--- config.mk ---
export PLATFORM = sky130hd
export DESIGN_NAME = utf8_six_byte_codec_top
export DESIGN_NICKNAME = d
export VERILOG_FILES = /design/src/hw/rtl/u8c_pkg.sv /design/src/hw/rtl/u8c_front.sv /design/src/hw/rtl/u8c_queue.sv /design/src/hw/rtl/u8c_back.sv /design/src/hw/rtl/utf8_six_byte_codec_top.sv
export SDC_FILE = /design/constraint.sdc
export NUM_CORES = 1
export LEC_CHECK = 0
export BUFFER_PORTS_ARGS = -buffer_cell sky130_fd_sc_hd__clkbuf_2
export CAP_MARGIN = 20
export CORE_MARGIN = 2
export CORE_UTILIZATION = 40
export CTS_BUF_LIST = sky130_fd_sc_hd__clkbuf_16
export CTS_CLUSTER_DIAMETER = 40
export DETAILED_ROUTE_END_ITERATION = 12
export SYNTH_ARGS = -nofsm -noshare
export SYNTH_HDL_FRONTEND = slang
export SYNTH_HIERARCHICAL = 1
export SYNTH_SLANG_ARGS = --single-unit
--- constraint.sdc ---
create_clock -name clk -period 6.41 [get_ports clk]
set_input_delay 0.641 -clock clk [delete_from_list [all_inputs] [get_ports clk]]
set_output_delay 0.641 -clock clk [all_outputs]
set_load 0.02 [all_outputs]
--- src/hw/rtl/u8c_pkg.sv ---
// Shared types and constants for the six-byte UTF-8 codec.
// Used by every module of the codec; depends on nothing else.
package u8c_pkg;

    localparam int CP_W            = 31;
    localparam int BYTE_W          = 8;
    localparam int LEN_W           = 3;
    localparam int STREAM_W        = 40;
    localparam int QUEUE_DEPTH_DEF = 4;

    localparam logic [BYTE_W-1:0] LEAD_2    = 8'hC0;
    localparam logic [BYTE_W-1:0] LEAD_3    = 8'hE0;
    localparam logic [BYTE_W-1:0] LEAD_4    = 8'hF0;
    localparam logic [BYTE_W-1:0] LEAD_5    = 8'hF8;
    localparam logic [BYTE_W-1:0] LEAD_6    = 8'hFC;
    localparam logic [BYTE_W-1:0] CONT_MARK = 8'h80;

    localparam logic [CP_W-1:0] MAX_1 = 31'h7F;
    localparam logic [CP_W-1:0] MAX_2 = 31'h7FF;
    localparam logic [CP_W-1:0] MAX_3 = 31'hFFFF;
    localparam logic [CP_W-1:0] MAX_4 = 31'h1FFFFF;
    localparam logic [CP_W-1:0] MAX_5 = 31'h3FFFFFF;

    typedef enum logic {
        OP_ENCODE = 1'b0,
        OP_DECODE = 1'b1
    } op_t;

    typedef enum logic {
        KIND_BYTE       = 1'b0,
        KIND_CODE_POINT = 1'b1
    } kind_t;

    typedef struct packed {
        kind_t             kind;
        logic [LEN_W-1:0]  len;
        logic [CP_W-1:0]   value;
    } job_t;

    typedef struct packed {
        logic push;
        job_t job;
    } q_wr_t;

    typedef struct packed {
        logic empty;
        job_t head;
    } q_rd_t;

endpackage

--- src/hw/rtl/u8c_front.sv ---
// Front end of the codec: accepts input transfers, keeps the decode state and
// turns each item into at most one job for the queue. Depends on u8c_pkg.
module u8c_front
    import u8c_pkg::*;
(
    input  logic                 clk,
    input  logic                 rst_n,
    input  logic                 in_valid,
    output logic                 in_ready,
    input  logic                 in_op,
    input  logic [CP_W-1:0]      in_code_point,
    input  logic [BYTE_W-1:0]    in_byte,
    input  logic                 q_full,
    output q_wr_t                q_wr
);

    logic [LEN_W-1:0] pending_reg;
    logic [LEN_W-1:0] pending_next;
    logic [CP_W-1:0]  partial_reg;
    logic [CP_W-1:0]  partial_next;
    logic             accept;
    logic [LEN_W-1:0] pending_dec;
    logic [CP_W-1:0]  shifted;

    assign in_ready    = !q_full;
    assign accept      = in_valid && in_ready;
    assign pending_dec = pending_reg - LEN_W'(1);
    assign shifted     = {partial_reg[CP_W-7:0], in_byte[5:0]};

    always_ff @(posedge clk or negedge rst_n)
    begin
        if (!rst_n)
        begin
            pending_reg <= '0;
            partial_reg <= '0;
        end
        else
        begin
            pending_reg <= pending_next;
            partial_reg <= partial_next;
        end
    end

    always_comb
    begin
        pending_next     = pending_reg;
        partial_next     = partial_reg;
        q_wr.push        = 1'b0;
        q_wr.job.kind    = KIND_CODE_POINT;
        q_wr.job.len     = LEN_W'(1);
        q_wr.job.value   = CP_W'(in_byte);
        if (accept)
        begin
            if (op_t'(in_op) == OP_ENCODE)
            begin
                q_wr.push      = 1'b1;
                q_wr.job.kind  = KIND_BYTE;
                q_wr.job.value = in_code_point;
                priority if (in_code_point <= MAX_1) q_wr.job.len = LEN_W'(1);
                else if (in_code_point <= MAX_2)     q_wr.job.len = LEN_W'(2);
                else if (in_code_point <= MAX_3)     q_wr.job.len = LEN_W'(3);
                else if (in_code_point <= MAX_4)     q_wr.job.len = LEN_W'(4);
                else if (in_code_point <= MAX_5)     q_wr.job.len = LEN_W'(5);
                else                                 q_wr.job.len = LEN_W'(6);
            end
            else if (pending_reg != '0)
            begin
                pending_next   = pending_dec;
                partial_next   = shifted;
                q_wr.job.value = shifted;
                q_wr.push      = (pending_dec == '0);
            end
            else
            begin
                priority casez (in_byte)
                    8'b110?????:
                    begin
                        pending_next = LEN_W'(1);
                        partial_next = CP_W'(in_byte[4:0]);
                    end
                    8'b1110????:
                    begin
                        pending_next = LEN_W'(2);
                        partial_next = CP_W'(in_byte[3:0]);
                    end
                    8'b11110???:
                    begin
                        pending_next = LEN_W'(3);
                        partial_next = CP_W'(in_byte[2:0]);
                    end
                    8'b111110??:
                    begin
                        pending_next = LEN_W'(4);
                        partial_next = CP_W'(in_byte[1:0]);
                    end
                    8'b1111110?:
                    begin
                        pending_next = LEN_W'(5);
                        partial_next = CP_W'(in_byte[0]);
                    end
                    default:
                    begin
                        q_wr.push = 1'b1;
                    end
                endcase
            end
        end
    end

endmodule

--- src/hw/rtl/u8c_queue.sv ---
// Short job queue between the front end and the back end of the codec.
// Depends on u8c_pkg for the job type.
module u8c_queue
    import u8c_pkg::*;
#(
    parameter int DEPTH = QUEUE_DEPTH_DEF
)
(
    input  logic  clk,
    input  logic  rst_n,
    input  q_wr_t wr,
    output logic  full,
    input  logic  pop,
    output q_rd_t rd
);

    localparam int PTR_W = (DEPTH > 1) ? $clog2(DEPTH) : 1;
    localparam int CNT_W = $clog2(DEPTH + 1);

    job_t             entries_reg [DEPTH];
    logic [PTR_W-1:0] wr_ptr_reg;
    logic [PTR_W-1:0] wr_ptr_next;
    logic [PTR_W-1:0] rd_ptr_reg;
    logic [PTR_W-1:0] rd_ptr_next;
    logic [CNT_W-1:0] count_reg;
    logic [CNT_W-1:0] count_next;
    logic             do_push;
    logic             do_pop;

    assign full     = (count_reg == CNT_W'(DEPTH));
    assign rd.empty = (count_reg == '0);
    assign rd.head  = entries_reg[rd_ptr_reg];
    assign do_push  = wr.push && !full;
    assign do_pop   = pop && !rd.empty;

    always_comb
    begin
        wr_ptr_next = wr_ptr_reg;
        rd_ptr_next = rd_ptr_reg;
        count_next  = count_reg;
        if (do_push)
        begin
            wr_ptr_next = (wr_ptr_reg == PTR_W'(DEPTH - 1)) ? '0 : wr_ptr_reg + PTR_W'(1);
        end
        if (do_pop)
        begin
            rd_ptr_next = (rd_ptr_reg == PTR_W'(DEPTH - 1)) ? '0 : rd_ptr_reg + PTR_W'(1);
        end
        if (do_push && !do_pop)
        begin
            count_next = count_reg + CNT_W'(1);
        end
        else if (do_pop && !do_push)
        begin
            count_next = count_reg - CNT_W'(1);
        end
    end

    always_ff @(posedge clk or negedge rst_n)
    begin
        if (!rst_n)
        begin
            wr_ptr_reg <= '0;
            rd_ptr_reg <= '0;
            count_reg  <= '0;
        end
        else
        begin
            wr_ptr_reg <= wr_ptr_next;
            rd_ptr_reg <= rd_ptr_next;
            count_reg  <= count_next;
        end
    end

    always_ff @(posedge clk)
    begin
        if (do_push)
        begin
            entries_reg[wr_ptr_reg] <= wr.job;
        end
    end

    a_count_bound: assert property (@(posedge clk) disable iff (!rst_n)
        count_reg <= CNT_W'(DEPTH))
        else $error("Queue count exceeds its depth.");

    a_no_push_full: assert property (@(posedge clk) disable iff (!rst_n)
        wr.push |-> !full)
        else $error("A job was offered to a full queue.");

endmodule

--- src/hw/rtl/u8c_back.sv ---
// Back end of the codec: takes jobs from the queue and produces result
// transfers through an output register. Depends on u8c_pkg.
module u8c_back
    import u8c_pkg::*;
(
    input  logic                clk,
    input  logic                rst_n,
    input  q_rd_t               rd,
    output logic                pop,
    output logic                out_valid,
    input  logic                out_ready,
    output logic                out_kind,
    output logic [BYTE_W-1:0]   out_byte,
    output logic [CP_W-1:0]     out_code_point,
    output logic                out_last
);

    logic               out_valid_reg;
    logic               out_valid_next;
    kind_t              out_kind_reg;
    kind_t              out_kind_next;
    logic [BYTE_W-1:0]  out_byte_reg;
    logic [BYTE_W-1:0]  out_byte_next;
    logic [CP_W-1:0]    out_cp_reg;
    logic [CP_W-1:0]    out_cp_next;
    logic               out_last_reg;
    logic               out_last_next;
    logic               busy_reg;
    logic               busy_next;
    logic [CP_W-1:0]    cp_reg;
    logic [CP_W-1:0]    cp_next;
    logic [LEN_W-1:0]   len_reg;
    logic [LEN_W-1:0]   len_next;
    logic [LEN_W-1:0]   pos_reg;
    logic [LEN_W-1:0]   pos_next;
    logic               load;
    logic               busy_last;

    function automatic logic [BYTE_W-1:0] enc_byte(input logic [CP_W-1:0] cp,
                                                   input logic [LEN_W-1:0] len,
                                                   input logic [LEN_W-1:0] pos);
        logic [LEN_W-1:0]  grp_idx;
        logic [4:0]        sh;
        logic [CP_W-1:0]   grp;
        logic [BYTE_W-1:0] lead;
        grp_idx = len - LEN_W'(1) - pos;
        sh      = 5'(grp_idx) * 5'd6;
        grp     = cp >> sh;
        unique case (len)
            LEN_W'(2): lead = LEAD_2;
            LEN_W'(3): lead = LEAD_3;
            LEN_W'(4): lead = LEAD_4;
            LEN_W'(5): lead = LEAD_5;
            default:   lead = LEAD_6;
        endcase
        if (len == LEN_W'(1))
        begin
            return {1'b0, cp[6:0]};
        end
        else if (pos == '0)
        begin
            return lead + grp[BYTE_W-1:0];
        end
        return CONT_MARK | {2'b00, grp[5:0]};
    endfunction

    assign load           = !out_valid_reg || out_ready;
    assign busy_last      = (pos_reg == len_reg - LEN_W'(1));
    assign out_valid      = out_valid_reg;
    assign out_kind       = out_kind_reg;
    assign out_byte       = out_byte_reg;
    assign out_code_point = out_cp_reg;
    assign out_last       = out_last_reg;

    always_comb
    begin
        out_valid_next = out_valid_reg;
        out_kind_next  = out_kind_reg;
        out_byte_next  = out_byte_reg;
        out_cp_next    = out_cp_reg;
        out_last_next  = out_last_reg;
        busy_next      = busy_reg;
        cp_next        = cp_reg;
        len_next       = len_reg;
        pos_next       = pos_reg;
        pop            = 1'b0;
        if (load)
        begin
            if (busy_reg)
            begin
                out_valid_next = 1'b1;
                out_kind_next  = KIND_BYTE;
                out_byte_next  = enc_byte(cp_reg, len_reg, pos_reg);
                out_cp_next    = '0;
                out_last_next  = busy_last;
                busy_next      = !busy_last;
                pos_next       = pos_reg + LEN_W'(1);
            end
            else if (!rd.empty)
            begin
                pop            = 1'b1;
                out_valid_next = 1'b1;
                out_kind_next  = rd.head.kind;
                if (rd.head.kind == KIND_CODE_POINT)
                begin
                    out_byte_next = '0;
                    out_cp_next   = rd.head.value;
                    out_last_next = 1'b1;
                end
                else
                begin
                    out_byte_next = enc_byte(rd.head.value, rd.head.len, '0);
                    out_cp_next   = '0;
                    out_last_next = (rd.head.len == LEN_W'(1));
                    busy_next     = (rd.head.len != LEN_W'(1));
                    cp_next       = rd.head.value;
                    len_next      = rd.head.len;
                    pos_next      = LEN_W'(1);
                end
            end
            else
            begin
                out_valid_next = 1'b0;
            end
        end
    end

    always_ff @(posedge clk or negedge rst_n)
    begin
        if (!rst_n)
        begin
            out_valid_reg <= 1'b0;
            busy_reg      <= 1'b0;
            pos_reg       <= '0;
            len_reg       <= '0;
        end
        else
        begin
            out_valid_reg <= out_valid_next;
            busy_reg      <= busy_next;
            pos_reg       <= pos_next;
            len_reg       <= len_next;
        end
    end

    always_ff @(posedge clk)
    begin
        out_kind_reg <= out_kind_next;
        out_byte_reg <= out_byte_next;
        out_cp_reg   <= out_cp_next;
        out_last_reg <= out_last_next;
        cp_reg       <= cp_next;
    end

    a_decode_last: assert property (@(posedge clk) disable iff (!rst_n)
        (out_valid_reg && out_kind_reg == KIND_CODE_POINT) |-> out_last_reg)
        else $error("A decoded code point left without its last flag.");

    a_busy_pos: assert property (@(posedge clk) disable iff (!rst_n)
        busy_reg |-> (pos_reg != '0 && pos_reg < len_reg))
        else $error("Encode byte position is out of range.");

    a_busy_out: assert property (@(posedge clk) disable iff (!rst_n)
        busy_reg |-> (out_valid_reg && out_kind_reg == KIND_BYTE && !out_last_reg))
        else $error("Encode sequence in progress without a pending byte transfer.");

endmodule

--- src/hw/rtl/utf8_six_byte_codec_top.sv ---
// Top level of the six-byte UTF-8 codec: stream ports, front end, job queue
// and back end. Depends on u8c_pkg, u8c_front, u8c_queue and u8c_back.
//
// The codec accepts one input transfer per cycle while its job queue has
// room. A decode byte yields zero or one result; an encode code point yields
// one to six byte results, one per cycle while the output side is ready, so
// the output side sets the sustained rate for encode traffic. A result passes
// through a queue entry and then the output register after its input transfer.
// The queue holds QUEUE_DEPTH jobs, which is how far the input side can run
// ahead of a stalled or busy output side.
module utf8_six_byte_codec_top
    import u8c_pkg::*;
#(
    parameter int QUEUE_DEPTH = QUEUE_DEPTH_DEF
)
(
    input  logic                clk,
    input  logic                rst_n,
    input  logic                s_axis_tvalid,
    output logic                s_axis_tready,
    input  logic [STREAM_W-1:0] s_axis_tdata,   // code_point, byte_in, zero pad.
    input  logic                s_axis_tuser,   // op.
    output logic                m_axis_tvalid,
    input  logic                m_axis_tready,
    output logic [STREAM_W-1:0] m_axis_tdata,   // byte_out, code_point_out, zero pad.
    output logic                m_axis_tuser,   // kind.
    output logic                m_axis_tlast
);

    q_wr_t              q_wr;
    q_rd_t              q_rd;
    logic               q_full;
    logic               q_pop;
    logic [BYTE_W-1:0]  out_byte;
    logic [CP_W-1:0]    out_code_point;

    u8c_front u_front (
        .clk           (clk),
        .rst_n         (rst_n),
        .in_valid      (s_axis_tvalid),
        .in_ready      (s_axis_tready),
        .in_op         (s_axis_tuser),
        .in_code_point (s_axis_tdata[CP_W-1:0]),
        .in_byte       (s_axis_tdata[CP_W+BYTE_W-1:CP_W]),
        .q_full        (q_full),
        .q_wr          (q_wr)
    );

    u8c_queue #(
        .DEPTH (QUEUE_DEPTH)
    ) u_queue (
        .clk   (clk),
        .rst_n (rst_n),
        .wr    (q_wr),
        .full  (q_full),
        .pop   (q_pop),
        .rd    (q_rd)
    );

    u8c_back u_back (
        .clk            (clk),
        .rst_n          (rst_n),
        .rd             (q_rd),
        .pop            (q_pop),
        .out_valid      (m_axis_tvalid),
        .out_ready      (m_axis_tready),
        .out_kind       (m_axis_tuser),
        .out_byte       (out_byte),
        .out_code_point (out_code_point),
        .out_last       (m_axis_tlast)
    );

    assign m_axis_tdata = {{(STREAM_W - CP_W - BYTE_W){1'b0}}, out_code_point, out_byte};

endmodule
Yosys cells after proc, flatten, opt, wreduce, memory -nomap -nowiden
Memories as Yosys holds them, arrays and structs flattened.
Cells that the tools add are included.

word-level totals
  logic and storage cells = 145
  memories kept = 1
  latch bits = 0
  ROM bits = 0
  output and inout bits = 44
  register bits after elaboration = 115
  memory bits (writable) = 140
  input bits = 45

memory list
  memory               words  width  rd ports  clocked after Yosys merged registers in  wr ports  RTL line         text
  u_queue.entries_reg  4      35     1         0                                        1         u8c_queue.sv:20  job_t entries_reg [DEPTH];

operators by class
  order comparisons = 5
  equality and inequality tests = 22
  reduce and logical (&&, ||, !) cells = 23
  multipliers = 2
  add/sub/neg operators = 11
  div/mod/pow operators = 0
  bitwise gates (word level) = 3
  shifts and indexed selects = 2
  mux-type cells = 62

operator list
  operator                count
  $pmux W25 S5            1
  $mux W31                4
  $mux W8                 14
  $shr A31 B5 Y8          2
  $pmux W6 S4             2
  $mux W36                1
  $le A31 B11 Y1 const B  1
  $le A31 B16 Y1 const B  1
  $le A31 B21 Y1 const B  1
  $le A31 B26 Y1 const B  1
  $le A31 B7 Y1 const B   1
  $mux W3                 10
  $mux W25                1
  $mux W1                 24
  $eq A3 B3 Y1 const B    6
  $add A8 B8 Y8           2
  $pmux W3 S5             1
  $eq A3 B2 Y1 const B    4
  $sub A3 B1 Y3 const B   4
  $logic_not A3 Y1        3
  $mul A3 B2 Y4 const B   2
  $eq A7 B7 Y1 const B    1
  $add A3 B1 Y3 const B   2
  $eq A3 B1 Y1 const B    2
  22 further kinds        39

Depth between registers and ports, before layout
Gate-level depths: netlist of run 1.

  depth after elaboration = 13
  depth in mapped cells = 22
  mapped depth without buffers = 17

Modules after synthesis
The synthesis of run 1 kept the hierarchy.

modules (own cells, without submodules)
  module                   sequential area each (µm²)  area each (µm²)  cells an instance  times used
  u8c_back                 2362.3                      5574.1           451                1
  u8c_queue                4379.2                      5555.3           220                1
  u8c_front                700.7                       1734.2           181                1
  utf8_six_byte_codec_top  0.0                         11.3             2                  1

Worst setup path before layout of run 1
Ideal clock, no wire load.

  kind = reg2reg
  start point = register u_queue.rd_ptr_reg[0]
  end point = register u_back.out_byte_reg[6] (netlist: u_back/out_byte[6]), data pin
  period minus slack after synthesis = 5061 ps
  buffers on the path = 7
  library setup time = 271 ps
  setup slack = 1349 ps
  arrival time = 4790 ps
  required time = 6139 ps
  cell stages (with the launch flop) = 20
  path through = dfrtp_1 > buf_6 > buf_12 > mux4_2 > clkbuf_1 > buf_2 > inv_1 > ha_1 > buf_2 > buf_4 > buf_2 > mux4_2 > mux4_2 > ha_1 > nor2b_1 > o21a_1 > nor2_1 > or3_1 > a21oi_1 > o221ai_1

RTL lines
  item                    RTL line         text
  from (decl)             u8c_queue.sv:23  logic [PTR_W-1:0] rd_ptr_reg;
  from (signal assigned)  u8c_queue.sv:70  rd_ptr_reg <= rd_ptr_next;
  to (signal assigned)    u8c_back.sv:149  out_byte_reg <= out_byte_next;
  to (decl)               u8c_back.sv:22   logic [BYTE_W-1:0] out_byte_reg;

Final worst setup path of run 1
  start point = register u_back.len_reg[0]
  end point = register u_back.out_byte_reg[7] (netlist: u_back/out_byte[7]), data pin

on the way
  cells in the longest elaborated chain, start to end = 9
  elaborated cells on any way between the ends = 20
  classes of those cells = add/sub: 3; mul: 1; eq/ne: 5; shift: 1; mux: 10

ends and longest elaborated chain
  item                                                 RTL line                        text
  from (decl)                                          u8c_back.sv:32                  logic [LEN_W-1:0] len_reg;
  from (signal assigned)                               u8c_back.sv:142                 len_reg <= len_next;
  $sub A3 B1 Y3 (tied with other cells)                u8c_back.sv:46                  grp_idx = len - LEN_W'(1) - pos;
  $sub A3 B3 Y3 / $pmux W6 S4 (equally long branches)  u8c_back.sv:46, u8c_back.sv:49
  $mul A3 B2 Y4 / $mux W8 (equally long branches)      u8c_back.sv:47, u8c_back.sv:89
  $shr A31 B5 Y8 / $mux W8 (equally long branches)     u8c_back.sv:48, u8c_back.sv:87
  $add A8 B8 Y8                                        u8c_back.sv:62                  return lead + grp[BYTE_W-1:0];
  $mux W8                                              u8c_back.sv:60                  else if (pos == '0)
  $mux W8                                              u8c_back.sv:56                  if (len == LEN_W'(1))
  $mux W8 (*)                                          u8c_back.sv:64                  return CONT_MARK | {2'b00, grp[5:0]};
  $mux W8 (*)                                          u8c_back.sv:89                  if (busy_reg)

Mark *: on every way between the ends. The rest lies on a longest branch, timed or not. The select of a mux whose other input is x is not followed.
A chain may end at the register's enable or synchronous reset.

==> results.cfg, run 1 <==
[routing]
drc = 0
via_count = 7739
wl_um = 29100
via_per_inst = 5.59
drt_iter0_drc = 666
drtAntennaViolNets = 0
dr.pass1.iters = 5
wire_per_inst_um = 21.0

[sta]
tightest_slew_ps = 1130
min_period_over_period = 0.821
hold_viol = 0
finalSetupViolCount = 0
rsz0062_at_grt = false
period_needed_ps = 5260
fmax_mhz = 190
tns_ps = 0
finalClockSkew_ps = 20.5
maxSlewHeadroom = 0.247
drv_slew = 0
hold_ws_ps = 190

[global_route]
grt_use_total = 0.178
grt_pass1_wl_um = 45500
antenna_found_initial = 1
grt_pass1_vias = 7606
grt-ovfl-total = 0
grt_max_degree = 44

[synth]
synth_top_family_by_area = multiplexers
muxShareOfSynthArea = 0.171
synthAdderAreaFrac = 0.0404
ys_ff_latch = 255
async_flop_share = 0.169
synth-seq-area-share = 0.578
syn-num-nets = 937
synth_compound_area_frac = 0.0829
synth-xor-area-share = 0.0144
syn_inst = 854
avgSynthCellArea_um2 = 15.1
synth_warnings = 6
synth_edf_count = 212
ys.flop_type = edfxtp_1
synthDistinctLibCells = 66
yosys.area_share.simple = 0.0803
syn-cell-area_um2 = 12900

[cts]
cts_tree = built
post-cts-setup-buffer-count = 0
clkTransAtPathRegs_ps = 60
cts_root_buf = clkbuf_16
clock-sinks = 255
htreeDepth = 2
cts.path.max_buffers = 3
ctsResizeCount = 0
cts_made_buffers = 39
holdBufCountCts = 0
clk_latency_ps = 530

[critical_path]
r2r_end = u_back/out_byte[7]
worstRegToRegCells = 17
crit_path_end_kind = flip-flop
required_ps = 6670
crit_type = flip-flop to flip-flop
crit-reg2reg-launch = u_back/len_reg[0]
cp-start-kind = flip-flop
cp_max_fo = 25
reg2reg_slack_ps = 1150
worstPathArrival_ps = 5520

[status]
status = complete, no violations

[placement]
hpwl_um = 20100
gp_congestion = 0.820
placed_cells = 1313
numPortBuffers = 86

[layout]
drive_above_1_share = 0.281
syn2layout_area_growth_pct = 16.4
regArea_um2 = 7440
largest_reg_flops = 140
nets = 1035
final_cell_count_no_fill = 1385
fillers = 2761
multi_input_area_um2 = 5050

[floorplanning]
die_area_um2 = 33600
core_um2 = 31600
die_width_um = 183
fp-row-count = 65
die_h_um = 183
ios = 89
start_util = 0.407

[worst_hold_path]
worstHoldPathType = input port to asynchronous set/reset pin

[job]
drv_cap = 0
-- Yosys cell counts (3+ instances only) --
library cell	count	area, um2
edfxtp_1	212	6370
mux4_2	70	1580
nand2_1	51	191
a22o_1	46	403
dfrtp_1	43	1080
and2_1	41	257
nor2_1	37	139
ha_1	32	400
o21ai_0	31	155
inv_1	28	105
a21oi_1	25	125
mux2i_1	24	240
buf_2	20	100
clkbuf_1	15	56.3
mux2_2	13	146
nor3_1	13	65.1
nor2b_1	12	75.1
nand2b_1	10	62.6
nand3_1	10	50.1
a21o_1	7	52.6
xor2_1	7	61.3
fa_1	6	120
mux4_1	6	158
nor4_1	6	37.5
xnor2_1	6	52.6
a211oi_1	5	37.5
mux2_4	5	75.1
o211ai_1	5	37.5
o22ai_1	5	31.3
buf_6	4	45.0
o21ai_1	4	20.0
o31ai_1	4	30.0
or4_1	4	30.0
buf_12	3	60.1
o21a_1	3	22.5
-- how the worst max path moves through the flow --
stage | from | to | slack, ps | depth (start not counted)
finish | u_back/len_reg[0] | u_back/out_byte[7] | 1150 | 17
global placement | u_back/len_reg[0] | u_back/out_byte[7] | 1200 | 17
floorplan | u_queue/rd_ptr_reg[0] | u_back/out_byte[6] | 1350 | 19
global route | u_back/len_reg[0] | u_back/out_byte[7] | 790 | 17
detailed placement | u_queue/rd_ptr_reg[0] | u_back/out_byte[6] | 1180 | 16
CTS | u_back/len_reg[0] | u_back/out_byte[7] | 1160 | 17
-- per-layer routing --
metal / part of all wire / up-vias / global-route usage
li1: - / 3541 / -
met1: 0.46 / 3946 / 0.255
met2: 0.48 / 217 / 0.285
met3: 0.048 / 35 / 0.0272
met4: 0.015 / 0 / 0.0435
met5: 0 / - / 0
-- layout by cell type, fill, tap and decap left out, types with 4 or more instances in the layout --
cell,netlist,routed
mux4_1,6,6
a22o_1,46,46
o21ai_1,4,4
ha_1,32,32
nor3_1,13,13
clkbuf_2,0,86
fa_1,6,6
clkinv_2,0,4
mux2_2,13,13
edfxtp_1,212,212
nor2_1,37,34
clkinvlp_4,0,5
a21o_1,7,7
inv_1,28,31
mux4_2,70,70
a211oi_1,5,5
nand2b_1,10,10
mux2_4,5,5
nor2b_1,12,11
xor2_1,7,7
dfrtp_1,43,42
nand3_1,10,10
buf_4,2,18
and2_1,41,41
or4_1,4,4
inv_6,0,5
o211ai_1,5,5
nor4_1,6,6
o31ai_1,4,4
xnor2_1,6,6
nand2_1,51,51
mux2i_1,24,24
o22ai_1,5,5
inv_8,0,4
clkbuf_16,0,39
a21oi_1,25,24
o21ai_0,31,31
-- cell type report --
cell class / count / share of cell area
Clock buffer: 39 / 0.0651
Tap cell: 402 / 0.0336
Inverter: 28 / 0.00701
Clock inverter: 32 / 0.0225
Antenna cell: 1 / 0.000167
Multi-Input combinational cell: 524 / 0.337
Sequential cell: 255 / 0.497
Timing Repair Buffer: 104 / 0.0377
-- worst max-delay path: stages, from the launching register on --
cell      delay (ps)
dfrtp_1          400
inv_1            120
ha_1             350
fa_1             520
inv_1             70
ha_1             950
buf_4            360
mux4_2           530
mux2i_1          160
mux2_2           220
inv_1             50
ha_1             280
a21o_1           170
a21o_1           190
a21oi_1          210
o211ai_1         120
mux2i_1          170
o22ai_1          110
-- cell families (layout without fill, tap and decap cells) --
family | Yosys count | after routing
flops | 255 | 255
simple gates | 198 | 198
compound gates | 151 | 151
mux | 119 | 119
buf+inv | 75 | 203
fa+ha+maj | 38 | 38
xor+xnor | 17 | 17
other cells | 1 | 2
-- metrics by stage --
step            util  setup WS, ps  cell area [um2]
6_report       0.474          1150            15000
5_1_grt        0.474           789            15000
4_1_cts        0.474          1160            15000
3_5_place_dp   0.432          1180            13700
3_3_place_gp   0.432          1200            13700
2_1_floorplan      -          1350            12900
Power of run 1 is not shown: default switching activity piles up to over one toggle a cycle in this logic, so the estimate is an artifact.
==> run 2: changes to the inputs <==
--- a/config.mk
+++ b/config.mk
@@ -5,6 +5,7 @@
 export SDC_FILE = /design/constraint.sdc
 export NUM_CORES = 1
 export LEC_CHECK = 0
+export ABC_AREA = 1
 export BUFFER_PORTS_ARGS = -buffer_cell sky130_fd_sc_hd__clkbuf_2
 export CAP_MARGIN = 20
 export CORE_MARGIN = 2
==> constraint.sdc (replaced) <==
create_clock -name clk -period 5 [get_ports clk]
set_input_delay 0.5 -clock clk [delete_from_list [all_inputs] [get_ports clk]]
set_output_delay 0.5 -clock clk [all_outputs]
set_load 0.02 [all_outputs]
==> run 2 against run 1 <==
- count of clock-buffer cells in the layout grew 3
- cell area up 5.1%
- utilization down 0.27 points
- via count up 31%
- sequential share of layout area down 2.4 points
- first-iteration DRC count increased by 28%
- largest cell class unchanged
- wire length up 15%
- area after synthesis rose by 5.0%
==> results.cfg, run 2 <==
[synth]
synth_edf_count = 212
async_flop_share = 0.169
synth-seq-area-share = 0.550
avgSynthCellArea_um2 = 9.24
synth_warnings = 6
yosysTopAreaCell = edfxtp_1
syn-cell-area_um2 = 13500
synth_top_area_frac = 0.471
syn-num-nets = 1547
syn_inst = 1464
synthDistinctLibCells = 51
yosys-top-cells-count = nand2_1 (397), edfxtp_1 (212), inv_1 (208)
ys.flop_type = edfxtp_1
ys_ff_latch = 255
synthTopCellsByArea = edfxtp_1 (47%), nand2_1 (11%), dfrtp_1 (8.0%)
synth_most_common_cell = nand2_1

[floorplanning]
die_area_um2 = 35300
die_h_um = 188
core_um2 = 33400
fp-row-count = 67
start_util = 0.404
die_width_um = 188
ios = 89

[global_route]
grt-ovfl-total = 0
antenna_found_initial = 0
grt_pass1_wl_um = 52600
grt_pass1_vias = 9665
grt_max_degree = 84
grt_use_total = 0.191

[sta]
fmax_mhz = 215
rsz0062_at_grt = false
maxSlewHeadroom = 0.341
hold_ws_ps = 54.5
period_needed_ps = 4660
hold_viol = 0
finalClockSkew_ps = 23.1
min_period_over_period = 0.931
tightest_slew_ps = 987
finalSetupViolCount = 0
fin_ws_ps = 345
tns_ps = 0
drv_slew = 0

[layout]
final_cell_mix = nand2_1 (397), edfxtp_1 (212), inv_1 (209), o21ai_0 (104), nand3_1 (99)
drive_above_1_share = 0.143
fillers = 3149
largest_reg_flops = 140
syn2layout_area_growth_pct = 16.5
insertedDiodeCount = 0
nets = 1636
final_common_cell = nand2_1
final_cell_count_no_fill = 2034

[critical_path]
crit_type = flip-flop to flip-flop
crit-reg2reg-launch = u_back/len_reg[1]
critPathLaunch = u_back/len_reg[1]
cp_max_fo = 17
r2r_end = u_back/out_byte[7]
worstPathArrival_ps = 4940
worstSetupEndpoint = u_back/out_byte[7]
worstRegToRegCells = 22
crit_path_end_kind = flip-flop
cp-start-kind = flip-flop
required_ps = 5290
reg2reg_slack_ps = 340

[worst_hold_path]
worstHoldPathType = input port to asynchronous set/reset pin

[routing]
drtAntennaViolNets = 0
drc = 0
via_count = 10100
drt_iter0_drc = 852
dr.pass1.iters = 7
wl_um = 33400
via_per_inst = 4.98
wire_per_inst_um = 16.4

[cts]
cts.path.max_buffers = 3
cts_tree = built
clk_latency_ps = 540
holdBufCountCts = 0
cts_made_buffers = 41
cts_root_buf = clkbuf_16
htreeDepth = 2
ctsResizeCount = 0
post-cts-setup-buffer-count = 0
clock-sinks = 255
clkTransAtPathRegs_ps = 50

[job]
drv_cap = 0

[placement]
placed_cells = 1958
gp_congestion = 0.888
numPortBuffers = 86
hpwl_um = 24200
post-place-ws_ps = 372

[status]
status = complete, no violations
[run 2: changes by cell type after synthesis, sizes merged, moves of 46 or more]
| cell | delta |
|---|---|
| nand2 | +358 |
| o21ai | +77 |
| nor2 | +53 |
| inv | +188 |
| mux4 | -76 |
| o211ai | +84 |
| a22o | -46 |
| nand3 | +93 |
[run 2: how the worst min path moves through the flow]
stage                              end  slack [ps]  depth (start not counted)
2_1_floorplan          u_back/busy_reg         200                          0
3_3_place_gp   u_front/partial_reg[24]         460                          2
3_5_place_dp   u_front/partial_reg[22]         460                          2
4_1_cts        u_front/partial_reg[21]          70                          2
5_1_grt        u_front/partial_reg[19]         110                          2
6_report       u_front/partial_reg[15]          50                          2
[run 2: cells by family after synthesis]
logic type | Yosys count | synth area share
multiplexers | 1 | 0.000740
AO/OA/AOI/OAI | 259 | 0.119
other | 1 | 0.000277
XOR/XNOR | 5 | 0.00602
flip-flops | 255 | 0.550
adder cells (fa/ha/maj) | 38 | 0.0385
buffers and inverters | 283 | 0.0912
AND/OR/NAND/NOR | 622 | 0.194
[run 2: worst max-delay path, stage by stage (launching register included)]
cell and delay (ps):
dfrtp_1 390, inv_1 90, ha_1 330, fa_1 490, inv_1 120, nand3_2 150
nand2_4 130, fa_1 500, inv_2 260, nor2_1 110, inv_1 110, o21ai_0 150
or2_1 270, and2_1 150, ha_1 340, a21oi_1 230, nor2_1 60, nor2_1 190
nand3_1 110, nand2_1 60, nand3_1 70, nand2_1 60, nand2_1 50
[run 2: final cells by class]
cell class / instances / area, um2 / area share
clock buffers: 42 / 1050 / 0.0667
clock inverters: 34 / 362 / 0.0230
inverters: 218 / 821 / 0.0521
multi-input cells: 926 / 4880 / 0.310
flip-flops and latches: 255 / 7450 / 0.473
well taps: 448 / 561 / 0.0356
repair buffers: 111 / 638 / 0.0405
[run 2: per-stage QoR]
step | util | instance area, um2
after floorplan | - | 13500
after global placement | 0.428 | 14300
after detailed placement | 0.429 | 14300
after CTS | 0.471 | 15800
after global routing | 0.471 | 15800
final | 0.471 | 15800
[run 2: layer usage]
metal / up-vias / routed length (um) / track usage
met5: - / 0 / 0
li1: 5094 / - / -
met1: 4709 / 14900 / 0.251
met2: 256 / 15700 / 0.319
met3: 64 / 1660 / 0.0320
met4: 0 / 1140 / 0.0715
Power of run 2 is left out for the same reason.
==> run 3: changes to the inputs <==
--- a/config.mk
+++ b/config.mk
@@ -5,7 +5,6 @@
 export SDC_FILE = /design/constraint.sdc
 export NUM_CORES = 1
 export LEC_CHECK = 0
-export ABC_AREA = 1
 export BUFFER_PORTS_ARGS = -buffer_cell sky130_fd_sc_hd__clkbuf_2
 export CAP_MARGIN = 20
 export CORE_MARGIN = 2
@@ -13,6 +12,7 @@
 export CTS_BUF_LIST = sky130_fd_sc_hd__clkbuf_16
 export CTS_CLUSTER_DIAMETER = 40
 export DETAILED_ROUTE_END_ITERATION = 12
+export GPL_ROUTABILITY_DRIVEN = 0
 export SYNTH_ARGS = -nofsm -noshare
 export SYNTH_HDL_FRONTEND = slang
 export SYNTH_HIERARCHICAL = 1
==> run 3 against run 2 <==
- setup slack lost 83 ps
- via count shrank 24%
- critical path depth decreased by 8
- critical endpoint unchanged
- largest cell class unchanged
- non-clock buffer count down 1
- clock skew grew 4.4 ps
- utilization rose by 0.60 points
- sequential share of layout area grew 2.1 points
==> results.cfg, run 3 (synthesized netlist as in run 1, its figures left out) <==
[status]
status = complete, no violations

[critical_path]
crit_path_end_kind = flip-flop
cpPeakStageDelay_ps = 650
cp-start-kind = flip-flop
cp_max_fo = 6
critPathSlowestCell = mux4_1
worstPathArrival_ps = 4990
critPathBufInv = 1
cp_cell_sequence = mux4_2 > inv_1 > ha_1 > xnor2_2 > fa_1 > xor2_4 > mux4_1 > ha_1 > a21o_1 > a21oi_1 > nor2b_1 > nor4_1 > xnor2_1 > o22ai_1
required_ps = 5250
crit_family = multiplexers
crit_top_cell = ha_1
crit_type = flip-flop to flip-flop

[worst_hold_path]
worstHoldPathType = input port to asynchronous set/reset pin

[floorplanning]
die_width_um = 183
fp-row-count = 65
start_util = 0.407
ios = 89
core_um2 = 31600
die_area_um2 = 33600
die_h_um = 183

[sta]
fmax_mhz = 211
hold_viol = 0
finalClockSkew_ps = 27.6
tns_ps = 0
finalSetupViolCount = 0
min_period_over_period = 0.948
period_needed_ps = 4740
drv_slew = 0
rsz0062_at_grt = false
tightest_slew_ps = 871
maxSlewHeadroom = 0.415
fin_ws_ps = 262

[global_route]
grt_use_total = 0.178
grt_max_degree = 44
grt_pass1_vias = 7955
grt-ovfl-total = 0
antenna_found_initial = 0
grt_pass1_wl_um = 45900

[cts]
ctsResizeCount = 0
post-cts-setup-buffer-count = 0
clock-sinks = 255
cts.path.max_buffers = 3
holdBufCountCts = 0
cts_tree = built
clkTransAtPathRegs_ps = 60
htreeDepth = 2
cts_made_buffers = 38
clk_latency_ps = 530
cts_root_buf = clkbuf_16

[placement]
numPortBuffers = 86
hpwl_um = 20400
post-place-ws_ps = 127

[layout]
fillers = 2737
nets = 1040
final_cell_mix = edfxtp_1 (212), clkbuf_2 (86), mux4_2 (70), nand2_1 (51), a22o_1 (46)
final_common_cell = edfxtp_1
largest_reg_flops = 140
drive_above_1_share = 0.286
syn2layout_area_growth_pct = 17.2
insertedDiodeCount = 0

[routing]
drc = 0
wl_um = 29300
drt_iter0_drc = 640
drtAntennaViolNets = 0
wire_per_inst_um = 21.1
via_per_inst = 5.56
dr.pass1.iters = 5
via_count = 7720

[job]
drv_cap = 0
## run 3: cell types whose count changed in the layout (fill, tap and decap cells not counted), moves of 12 or more
| cell | before | now |
|---|---|---|
| o21ai_0 | 104 | 31 |
| o211ai_1 | 90 | 5 |
| and2_1 | 3 | 41 |
| inv_1 | 209 | 30 |
| nand3_1 | 99 | 10 |
| nand2_1 | 397 | 51 |
| nor2b_1 | 0 | 12 |
| mux4_2 | 0 | 70 |
| mux2_2 | 0 | 13 |
| a22o_1 | 0 | 46 |
| mux2i_1 | 1 | 24 |
| nor2_1 | 82 | 34 |
## run 3: final cells by class
cell class,instances,area [um2],share of cell area
flip-flops and latches,255,7440,0.493
clock inverters,32,375,0.0249
repair buffers,110,643,0.0426
inverters,28,105,0.00696
multi-input cells,524,5070,0.336
clock buffers,38,951,0.0630
well taps,402,503,0.0333
## run 3: worst register-to-register path: cells and delay by family (launching register included)
kind | cells | cell delay [ps]
buffers and inverters | 1 | 200
xor gates and xnor gates | 3 | 720
and+or+nand+nor | 2 | 330
muxes | 2 | 1200
adders and majority gates | 3 | 1080
AOI/OAI and AO/OA | 3 | 510
DFF | 1 | 440
## run 3: worst paths after layout
path,from,end,slack [ps],cells after the start
min in group clk,s_axis_tdata[31],u_front/partial_reg[0],210,2
worst min-delay path,rst_n,u_front/pending_reg[2],50,2
worst min register to register,u_front/partial_reg[24],u_front/partial_reg[24],500,1
max in group asynchronous,rst_n,u_queue/rd_ptr_reg[0],4470,2
worst max register to register,u_queue/rd_ptr_reg[0],u_back/out_byte[7],260,14
worst max-delay path,u_queue/rd_ptr_reg[0],u_back/out_byte[7],260,14
## run 3: layer usage
| metal | vias up | part of all wire | global-route usage | routed length [um] |
|---|---|---|---|---|
| li1 | 3552 | - | - | - |
| met1 | 3878 | 0.44 | 0.247 | 12900 |
| met2 | 246 | 0.48 | 0.290 | 14100 |
| met3 | 44 | 0.056 | 0.0306 | 1630 |
| met4 | 0 | 0.022 | 0.0541 | 634 |
| met5 | - | 0 | 0 | 0 |
## run 3: through the flow
stage          instance area [um2]  std cells  hold WS, ps   util
6_report                     15100       1389         48.2  0.477
2_1_floorplan                12900        854          204      -
5_1_grt                      15100       1389          108  0.477
3_5_place_dp                 13700       1318          482  0.434
4_1_cts                      15000       1388         68.4  0.475
3_3_place_gp                 13700       1318          489  0.434
Power of run 3 is left out for the same reason.
